$ cat src/hw/rtl/swsp_pkg.sv
// shared types and constants of the stopwatch slot pool
package swsp_pkg;

    localparam int SLOTS     = 16;
    localparam int CLAIMABLE = (SLOTS < 16) ? SLOTS : 16;
    localparam int AW        = (SLOTS > 1) ? $clog2(SLOTS) : 1;
    localparam int CW        = $clog2(SLOTS + 1);

    localparam int TOTAL_W   = 32;
    localparam int SPAN_W    = 16;

    localparam logic [SPAN_W-1:0] SPAN_RESET = 16'd50000;

    localparam logic [2:0] OP_START    = 3'd0;
    localparam logic [2:0] OP_READ     = 3'd1;
    localparam logic [2:0] OP_RESTART  = 3'd2;
    localparam logic [2:0] OP_FREE     = 3'd3;
    localparam logic [2:0] OP_OVERFLOW = 3'd4;

    typedef struct packed {
        logic [2:0]  operation;
        logic [3:0]  slot;
        logic [15:0] counter_reading;
    } t_cmd;

    typedef struct packed {
        logic [3:0]         slot_id;
        logic               no_space;
        logic [TOTAL_W-1:0] elapsed_total;
    } t_result;

endpackage

$ cat src/hw/rtl/swsp_ram.sv
// generic single-write, single-read ram with registered read data
module swsp_ram #(
    parameter int WIDTH = 32,
    parameter int DEPTH = 16
) (
    input  logic                                   i_clk,
    input  logic                                   i_we,
    input  logic [((DEPTH > 1) ? $clog2(DEPTH) : 1)-1:0] i_waddr,
    input  logic [WIDTH-1:0]                       i_wdata,
    input  logic [((DEPTH > 1) ? $clog2(DEPTH) : 1)-1:0] i_raddr,
    output logic [WIDTH-1:0]                       o_rdata
);

    logic [WIDTH-1:0] r_mem [DEPTH];
    logic [WIDTH-1:0] r_rdata;

    always_ff @(posedge i_clk) begin
        if (i_we) begin
            r_mem[i_waddr] <= i_wdata;
        end
        r_rdata <= r_mem[i_raddr];
    end

    assign o_rdata = r_rdata;

endmodule

$ cat src/hw/rtl/stopwatch_slot_pool.sv
// stopwatch slot pool: slot totals in ram, busy and valid flags in flops
// ops 0-4 walk every entry through the single ram port pair, then read the commanded slot
// and then respond; other op codes go straight to the response step
// busy clears with the strobe, so a new transaction is taken only after the last one ends
// results are strobed for one cycle and cannot be stalled by the receiver
// synchronous reset clears busy and valid flags and loads span 50000; no clearing pass
module stopwatch_slot_pool (
    input  logic                   i_clk,
    input  logic                   i_rst_n,
    input  logic                   start,
    output logic                   busy,
    input  swsp_pkg::t_cmd         i_cmd,
    output logic                   o_valid,
    output swsp_pkg::t_result      o_result,
    input  logic                   i_cfg_we,
    input  logic [15:0]            i_cfg_wdata
);
    import swsp_pkg::*;

    localparam logic [1:0] S_IDLE  = 2'd0;
    localparam logic [1:0] S_WALK  = 2'd1;
    localparam logic [1:0] S_RDREQ = 2'd2;
    localparam logic [1:0] S_RESP  = 2'd3;

    logic [1:0]         r_state, n_state;
    logic [CW-1:0]      r_cnt, n_cnt;
    logic               r_pend, n_pend;
    logic [AW-1:0]      r_pend_addr, n_pend_addr;
    logic [SLOTS-1:0]   r_slot_busy, n_slot_busy;
    logic [SLOTS-1:0]   r_slot_valid, n_slot_valid;
    logic               r_valid, n_valid;
    t_result            r_result, n_result;
    t_cmd               r_cmd;
    logic [TOTAL_W-1:0] r_amount;
    logic [SPAN_W-1:0]  r_span;

    logic               accept;
    logic               ram_we;
    logic [AW-1:0]      ram_waddr;
    logic [TOTAL_W-1:0] ram_wdata;
    logic [AW-1:0]      ram_raddr;
    logic [TOTAL_W-1:0] ram_rdata;
    logic [AW-1:0]      slot_idx;
    logic               slot_ok;
    logic               free_found;
    logic [AW-1:0]      free_idx;

    assign busy     = (r_state != S_IDLE);
    assign accept   = start && !busy;
    assign slot_idx = AW'(r_cmd.slot);
    assign slot_ok  = (32'(r_cmd.slot) < 32'(SLOTS));

    // lowest free slot among those a 4-bit index can name
    always_comb begin
        free_found = 1'b0;
        free_idx   = '0;
        for (int i = CLAIMABLE - 1; i >= 0; i--) begin
            if (!r_slot_busy[i]) begin
                free_found = 1'b1;
                free_idx   = AW'(i);
            end
        end
    end

    swsp_ram #(
        .WIDTH (TOTAL_W),
        .DEPTH (SLOTS)
    ) u_total_ram (
        .i_clk   (i_clk),
        .i_we    (ram_we),
        .i_waddr (ram_waddr),
        .i_wdata (ram_wdata),
        .i_raddr (ram_raddr),
        .o_rdata (ram_rdata)
    );

    always_comb begin
        n_state      = r_state;
        n_cnt        = r_cnt;
        n_pend       = 1'b0;
        n_pend_addr  = r_pend_addr;
        n_slot_busy  = r_slot_busy;
        n_slot_valid = r_slot_valid;
        n_valid      = 1'b0;
        n_result     = r_result;
        ram_raddr    = r_cnt[AW-1:0];

        // write-back half of the walk: busy entry read last cycle gets the amount added (an invalid one from zero)
        ram_waddr = r_pend_addr;
        ram_wdata = (r_slot_valid[r_pend_addr] ? ram_rdata : '0) + r_amount;
        ram_we    = r_pend && r_slot_busy[r_pend_addr];
        if (ram_we) begin
            n_slot_valid[r_pend_addr] = 1'b1;
        end

        case (r_state)
            S_IDLE: begin
                n_cnt = '0;
                if (accept) begin
                    if (i_cmd.operation inside {[OP_START:OP_OVERFLOW]}) begin
                        n_state = S_WALK;
                    end else begin
                        n_state = S_RESP;
                    end
                end
            end
            S_WALK: begin
                if (r_cnt < CW'(SLOTS)) begin
                    n_pend      = 1'b1;
                    n_pend_addr = r_cnt[AW-1:0];
                    n_cnt       = r_cnt + CW'(1);
                end else begin
                    n_state = S_RDREQ;
                end
            end
            S_RDREQ: begin
                ram_raddr = slot_idx;
                n_state   = S_RESP;
            end
            S_RESP: begin
                n_state                = S_IDLE;
                n_valid                = 1'b1;
                n_result.slot_id       = r_cmd.slot;
                n_result.no_space      = 1'b0;
                n_result.elapsed_total = '0;
                case (r_cmd.operation)
                    OP_START: begin
                        if (free_found) begin
                            n_slot_busy[free_idx]  = 1'b1;
                            n_slot_valid[free_idx] = 1'b0;
                            n_result.slot_id       = 4'(free_idx);
                        end else begin
                            n_result.slot_id  = '0;
                            n_result.no_space = 1'b1;
                        end
                    end
                    OP_READ: begin
                        if (slot_ok && r_slot_valid[slot_idx]) begin
                            n_result.elapsed_total = ram_rdata;
                        end
                    end
                    OP_RESTART: begin
                        // an invalid entry reads as zero
                        if (slot_ok) begin
                            n_slot_valid[slot_idx] = 1'b0;
                        end
                    end
                    OP_FREE: begin
                        if (slot_ok) begin
                            n_slot_busy[slot_idx] = 1'b0;
                        end
                    end
                    default: begin
                    end
                endcase
            end
            default: begin
                n_state = S_IDLE;
            end
        endcase
    end

    always_ff @(posedge i_clk) begin
        if (!i_rst_n) begin
            r_state      <= S_IDLE;
            r_cnt        <= '0;
            r_pend       <= 1'b0;
            r_slot_busy  <= '0;
            r_slot_valid <= '0;
            r_valid      <= 1'b0;
            r_span       <= SPAN_RESET;
        end else begin
            r_state      <= n_state;
            r_cnt        <= n_cnt;
            r_pend       <= n_pend;
            r_slot_busy  <= n_slot_busy;
            r_slot_valid <= n_slot_valid;
            r_valid      <= n_valid;
            if (i_cfg_we) begin
                r_span <= i_cfg_wdata;
            end
        end
    end

    always_ff @(posedge i_clk) begin
        r_pend_addr <= n_pend_addr;
        r_result    <= n_result;
        if (accept) begin
            r_cmd <= i_cmd;
            if (i_cmd.operation inside {[OP_START:OP_FREE]}) begin
                r_amount <= TOTAL_W'(i_cmd.counter_reading);
            end else begin
                r_amount <= TOTAL_W'(r_span);
            end
        end
    end

    assign o_valid  = r_valid;
    assign o_result = r_result;

    // walk write-back never hits the entry being read in the same cycle
    assert property (@(posedge i_clk) disable iff (!i_rst_n)
        (r_pend && r_state == S_WALK && r_cnt < CW'(SLOTS)) |-> (ram_waddr != ram_raddr))
        else $error("walk read and write-back collide");

    // every result strobe comes from the response step and frees the block
    assert property (@(posedge i_clk) disable iff (!i_rst_n)
        (r_state == S_RESP) |=> (o_valid && !busy))
        else $error("response step did not strobe a result");

    assert property (@(posedge i_clk) disable iff (!i_rst_n)
        o_valid |-> ($past(r_state) == S_RESP))
        else $error("result strobe without response step");

    // a full pool reports slot zero and leaves every claimable slot busy
    assert property (@(posedge i_clk) disable iff (!i_rst_n)
        (o_valid && o_result.no_space) |-> (o_result.slot_id == '0 &&
            r_slot_busy[CLAIMABLE-1:0] == '1))
        else $error("no_space reported with a free slot");

    // the walk ends after the last entry and moves on to the slot read
    assert property (@(posedge i_clk) disable iff (!i_rst_n)
        (r_state == S_WALK && r_cnt == CW'(SLOTS)) |=> (r_state == S_RDREQ && !r_pend))
        else $error("walk did not finish cleanly");

endmodule
$ cat config.mk
export PLATFORM = sky130hd
export DESIGN_NAME = stopwatch_slot_pool
export DESIGN_NICKNAME = d
export VERILOG_FILES = /design/src/hw/rtl/swsp_pkg.sv /design/src/hw/rtl/swsp_ram.sv /design/src/hw/rtl/stopwatch_slot_pool.sv
export SDC_FILE = /design/constraint.sdc
export NUM_CORES = 1
export LEC_CHECK = 0
export ABC_AREA = 1
export BUFFER_PORTS_ARGS = -buffer_cell sky130_fd_sc_hd__buf_2
export CAP_MARGIN = 20
export CORE_UTILIZATION = 55
export CTS_CLUSTER_DIAMETER = 200
export DETAILED_ROUTE_END_ITERATION = 8
export GPL_ROUTABILITY_DRIVEN = 0
export PLACE_DENSITY = 0.77
export SYNTH_ARGS = -nofsm -noshare
export SYNTH_HDL_FRONTEND = slang
export SYNTH_SLANG_ARGS = --single-unit
$ cat constraint.sdc
create_clock -name i_clk -period 4.3 [get_ports i_clk]
set_input_delay 0.43 -clock i_clk [delete_from_list [all_inputs] [get_ports i_clk]]
set_output_delay 0.43 -clock i_clk [all_outputs]
set_load 0.02 [all_outputs]
======== Word-level counts from Yosys, hierarchy flattened ========
Memories as Yosys holds them, arrays and structs flattened. A register that Yosys moved wholly into a read port is not among the register bits.
Index checks and enable logic that the tools add are counted.
storage, ports and cells
  memories ................................ 1
  bits of input ports ..................... 43
  flip-flop bits (word level) ............. 137
  output and inout bits ................... 39
  RAM bits ................................ 512
memories
  memory             words  bits a word  rd ports  clocked after Yosys merged registers in  wr ports  RTL line        text
  u_total_ram.r_mem  16     32           1         1                                        1         swsp_ram.sv:14  logic [WIDTH-1:0] r_mem [DEPTH];
operators by class
  $add $sub $neg .......................... 2
  bitwise operators ....................... 7
  reductions and logical operators ........ 19
  eq/ne operators ......................... 10
  mux-type cells .......................... 66
  magnitude comparators ................... 10
operator list
  cell                                                                                  count
  16-bit 2-to-1 mux                                                                     5
  4-bit 2-to-1 mux                                                                      18
  16-bit one-hot mux with 2 select lines                                                2
  16-bit bitwise AND                                                                    3
  32-bit adder                                                                          1
  32-bit 2-to-1 mux                                                                     1
  16-bit NOT                                                                            2
  16-bit bitwise OR                                                                     2
  1-bit 2-to-1 mux                                                                      27
  4-bit by 5-bit < comparator with 1-bit output (second input constant)                 3
  1-bit binary-select mux with 4-bit select                                             3
  1-bit demux with 4-bit select                                                         3
  4-bit by 1-bit greater-or-equal comparator with 1-bit output (second input constant)  3
  5-bit 2-to-1 mux                                                                      2
  5-bit one-hot mux with 2 select lines                                                 1
  2-bit AND reduction                                                                   5
  2-bit != test (second input constant)                                                 4
  2-bit one-hot mux with 4 select lines                                                 1
  1-bit logical AND                                                                     7
  3-bit by 2-bit equality test with 1-bit output (second input constant)                2
  2-bit 2-to-1 mux                                                                      3
  2-bit nonzero test                                                                    3
  5-bit by 1-bit adder with 5-bit output (second input constant)                        1
  5-bit < comparator (second input constant)                                            1
  other kinds (10)                                                                      11

======== Longest topological paths before layout ========
  depth after elaboration ................. 25
  mapped depth ............................ 27
  mapped depth without buffers ............ 25

======== Modules after synthesis ========
A second synthesis with hierarchy kept.
second synthesis, totals
  cells, all modules ...................... 3015
  area total of the unflattened synthesis .. 29761.0 µm²
by module, submodules not included
  module               times used  area an instance (µm²)  sequential area each (µm²)  cells an instance
  swsp_ram             1           22730.6                 16015.4                     2120
  stopwatch_slot_pool  1           7030.5                  3062.9                      895

======== Least setup slack after synthesis ========
Ideal clock, no wire load.
  kind .................................... register -> register
  from .................................... register r_pend_addr[0]
  to ...................................... memory u_total_ram.r_mem[0][24], data pin
  buffers on the path ..................... 2
  stages on the path, launching flop included .. 21
  setup slack ............................. 0.129 ns
  required time ........................... 4.011 ns
  arrival ................................. 3.882 ns
  path through ............................ edfxtp_1 -> nor2_2 -> a22oi_1 -> nand2_1 -> nand2_2 -> nand2_4 -> nor2_8 -> buf_2 -> buf_2 -> nor2_1 -> ha_1 -> inv_1 -> fa_1 -> o21ai_0 -> a21oi_1 -> o21ai_2 -> nand3_1 -> o2111ai_1 -> nand3b_4 -> nor2_4 -> xor2_1
between the ends
  word-level cells in the longest chain between the ends .. 4
RTL lines
  element                                    RTL line                    text
  from (decl)                                stopwatch_slot_pool.sv:28   logic [AW-1:0] r_pend_addr, n_pend_addr;
  from (signal assigned)                     stopwatch_slot_pool.sv:186  r_pend_addr <= n_pend_addr;
  1-bit binary-select mux with 4-bit select  stopwatch_slot_pool.sv:90   ram_wdata = (r_slot_valid[r_pend_addr] ? ram_rdata : '0) + r_amount;
  1-bit 2-to-1 mux (not written as such)     stopwatch_slot_pool.sv:90
  32-bit 2-to-1 mux                          stopwatch_slot_pool.sv:90
  32-bit adder                               stopwatch_slot_pool.sv:90
  named net ram_wdata[24]                    stopwatch_slot_pool.sv:40   logic [TOTAL_W-1:0] ram_wdata;
  to (decl)                                  swsp_ram.sv:14
The timed path passes the listed nets, and every way through them passes these cells. The select of a mux whose other input is x is not followed.

======== Worst setup path after layout ========
  from .................................... register r_pend_addr[1]
  to ...................................... memory u_total_ram.r_mem[10][31], data pin
The elaborated chain is that of the path after synthesis.

==> impl_metrics.toml <==
[finish]
fillers = 3686
areaGrowthSynthToFinish_pct = 13.6
utilization = 0.637
n_antenna_cell = 0
drive_gt1_frac = 0.123
final_nets = 2690

[power_and_ir_drop]
power.density_nw_per_um2 = 527
fin_total_pwr_mw = 16.9
vdd_drop_max_v = 0.000623
p_leak_nw = 11.9

[placement]
dp_hpwl_microns = 40300
port-buffer-count = 81

[clocking]
post_cts.repair.setup_buffers = 0
cts.sinks = 665
cts_inserted_buffers = 67
clk_latency_ns = 0.61
cts_tree = "built"
clk_path_buf_depth = 3
root_buffer = "clkbuf_16"
htreeDepth = 3
clk_pin_slew_ns = 0.06

[grt]
antenna_found_initial = 0
grt_pass1_vias = 19072
grt_pass1_wl_microns = 107000
grtUsageTotal = 0.268
overflow = 0
grt_max_degree = 173

[sta]
fin_crit_sh = 0.964
drv_slew = 0
min_period_ns = 4.15
fmax_mhz = 241
setup-violations-final = 0
worst_clock_skew_ns = 0.0252
worstMarginPinSlew_ns = 1.07
relSlewSlack = 0.283
hold_viol = 0

[drt]
drt-initial-drc-count = 2669
via_count = 19690
drc_errors = 0
wl_per_cell_microns = 21.1
detail-route-antenna-nets = 0
viasPerCell = 5.87
drtPass1Iterations = 9
wl_microns = 70700

[worst_setup_path]
critPathArrivalTime_ns = 4.52
cp.required_ns = 4.68
critPathCaptureType = "register"
startpoint = "r_pend_addr[1]"
criticalPathCategory = "register to register"
crit_path_max_fanout = 22
r2r_start = "r_pend_addr[1]"
startpoint_type = "register"

[logic_synthesis]
synth-edff-count = 576
yosysWarnings = 0
yosysSeqAreaShare = 0.675
async_flop_share = 0
synth_nets = 2607
syn_area_per_cell_sq_um = 11.1
syn-instance-count = 2542
ys.flop_type = "edfxtp_1"
synth.distinct_cells = 44
ys_ff_latch = 665
synth_area_sq_um = 28300

[hold_path]
min-delay-start = "i_cmd[20]"
hold_path_class = "primary input to register"

[die]
ios = 82
core_area_sq_um = 50400
die_area_sq_um = 52300
start_util = 0.561
die_y_microns = 229
die_x_microns = 229
fp-row-count = 82

[outcome]
status = "finished clean"

[run]
cap_viol_max_count = 0
-- layout by cell type (no fill, tap or decap), types with 26 or more instances in the layout --
cell type / Yosys / final
edfxtp_1: 576 / 576
inv_1: 366 / 366
nand2_1: 304 / 303
nand3_1: 213 / 213
a21oi_1: 198 / 198
o21ai_0: 192 / 191
nor2_1: 171 / 154
o211ai_1: 118 / 118
dfxtp_1: 89 / 89
buf_2: 8 / 81
clkbuf_16: 0 / 70
buf_4: 0 / 42
nor2_4: 9 / 26
-- per-stage QoR --
stage               hold WS (ns)  cell area, sq um  cells  TNS [ns]  worst slack [ns]
floorplan                  0.423             28300   2542         0             0.129
global placement           0.433             29800   3218         0             0.175
detailed placement         0.439             29800   3218   -0.0176          -0.00138
CTS                      0.00178             32000   3347         0           0.00735
global route              0.0118             32100   3352     -1.01           -0.0630
finish                    0.0264             32100   3352         0             0.155
-- flip-flops by register name (all words and copies together), names as in the netlist, 5 cells and up --
name                 count
u_total_ram.o_rdata     32
r_slot_busy             16
u_total_ram.r_mem      512
r_span                  16
r_slot_valid            16
r_cnt                    5
r_amount                16
o_result                37
-- synthesized netlist by cell type, types with 2 or more instances --
master | instances | area (sq um)
edfxtp_1 | 576 | 17300
inv_1 | 366 | 1370
nand2_1 | 304 | 1140
nand3_1 | 213 | 1070
a21oi_1 | 198 | 991
o21ai_0 | 192 | 961
nor2_1 | 171 | 642
o211ai_1 | 118 | 886
clkbuf_1 | 100 | 375
dfxtp_1 | 89 | 1780
a22oi_1 | 24 | 180
ha_1 | 21 | 263
buf_1 | 20 | 75.1
nand4_1 | 20 | 125
mux2_2 | 16 | 180
xor2_1 | 15 | 131
nand2_2 | 11 | 68.8
nor3_1 | 11 | 55.1
xnor2_1 | 11 | 96.3
nor2_4 | 9 | 101
buf_2 | 8 | 40.0
nor2_2 | 6 | 37.5
a31oi_1 | 5 | 31.3
o221ai_1 | 5 | 43.8
inv_2 | 4 | 15.0
nand2_4 | 4 | 45.0
a211oi_1 | 3 | 22.5
o21ai_1 | 3 | 15.0
a32o_1 | 2 | 20.0
nand3_2 | 2 | 20.0
or2_2 | 2 | 12.5
-- worst paths after layout --
check	end	slack, ns	depth (start not counted)
setup / recovery	u_total_ram.r_mem[10][31]	0.15	19
hold / removal	r_cmd[20]	0.03	1
setup reg to reg	u_total_ram.r_mem[10][31]	0.15	19
hold reg to reg	r_span[9]	0.46	2
-- cells by family after synthesis --
family / after synthesis / share of synthesized area
AND/OR/NAND/NOR: 758 / 0.120
flip-flops: 665 / 0.675
AO/OA/AOI/OAI: 556 / 0.113
buffers and inverters: 499 / 0.0667
XOR/XNOR: 26 / 0.00806
adder cells (fa/ha/maj): 22 / 0.0100
multiplexers: 16 / 0.00637
-- worst max-delay path, cell delays in order, from the launching register on --
cell,delay [ns]
edfxtp_1,0.45
nand2_1,0.11
inv_2,0.09
a22oi_1,0.22
nand2_1,0.10
nand2_2,0.10
nand2_4,0.08
nor2_8,0.15
buf_4,0.38
nor2_1,0.08
ha_1,0.40
a21oi_1,0.12
o21ai_0,0.27
a21oi_1,0.11
nand2_1,0.14
nand2_2,0.09
nand2_4,0.09
nand3_2,0.10
nor2_1,0.45
xor2_4,0.38
-- layer usage --
layer | vias to the layer above | global-route usage | share of wire
li1 | 9033 | - | -
met1 | 9436 | 0.352 | 0.38
met2 | 1017 | 0.440 | 0.48
met3 | 204 | 0.0480 | 0.093
met4 | 0 | 0.111 | 0.041
met5 | - | 0 | 0
-- cell type report --
type	count	area, sq um	share of cell area
sequential	665	19100	0.594
tap	672	841	0.0262
multi-input combinational	1378	7610	0.237
clock buffer	93	1900	0.0591
inverter	371	1400	0.0435
clock inverter	31	228	0.00709
timing repair buffer	142	1050	0.0327
-- power breakdown --
part           switching [mW]  total (mW)  internal, mW
clock                    2.42        5.64          3.22
sequential              0.166        7.57          7.40
combinational            2.68        3.73          1.04
-- timing repair --
item | CTS | global route
resized for setup | 4 | 14
hold endpoints to repair | 5 | 0
setup endpoints to repair | 64 | 192
hold buffers | 5 | 0
No activity file was read; power rests on OpenSTA's default activity.
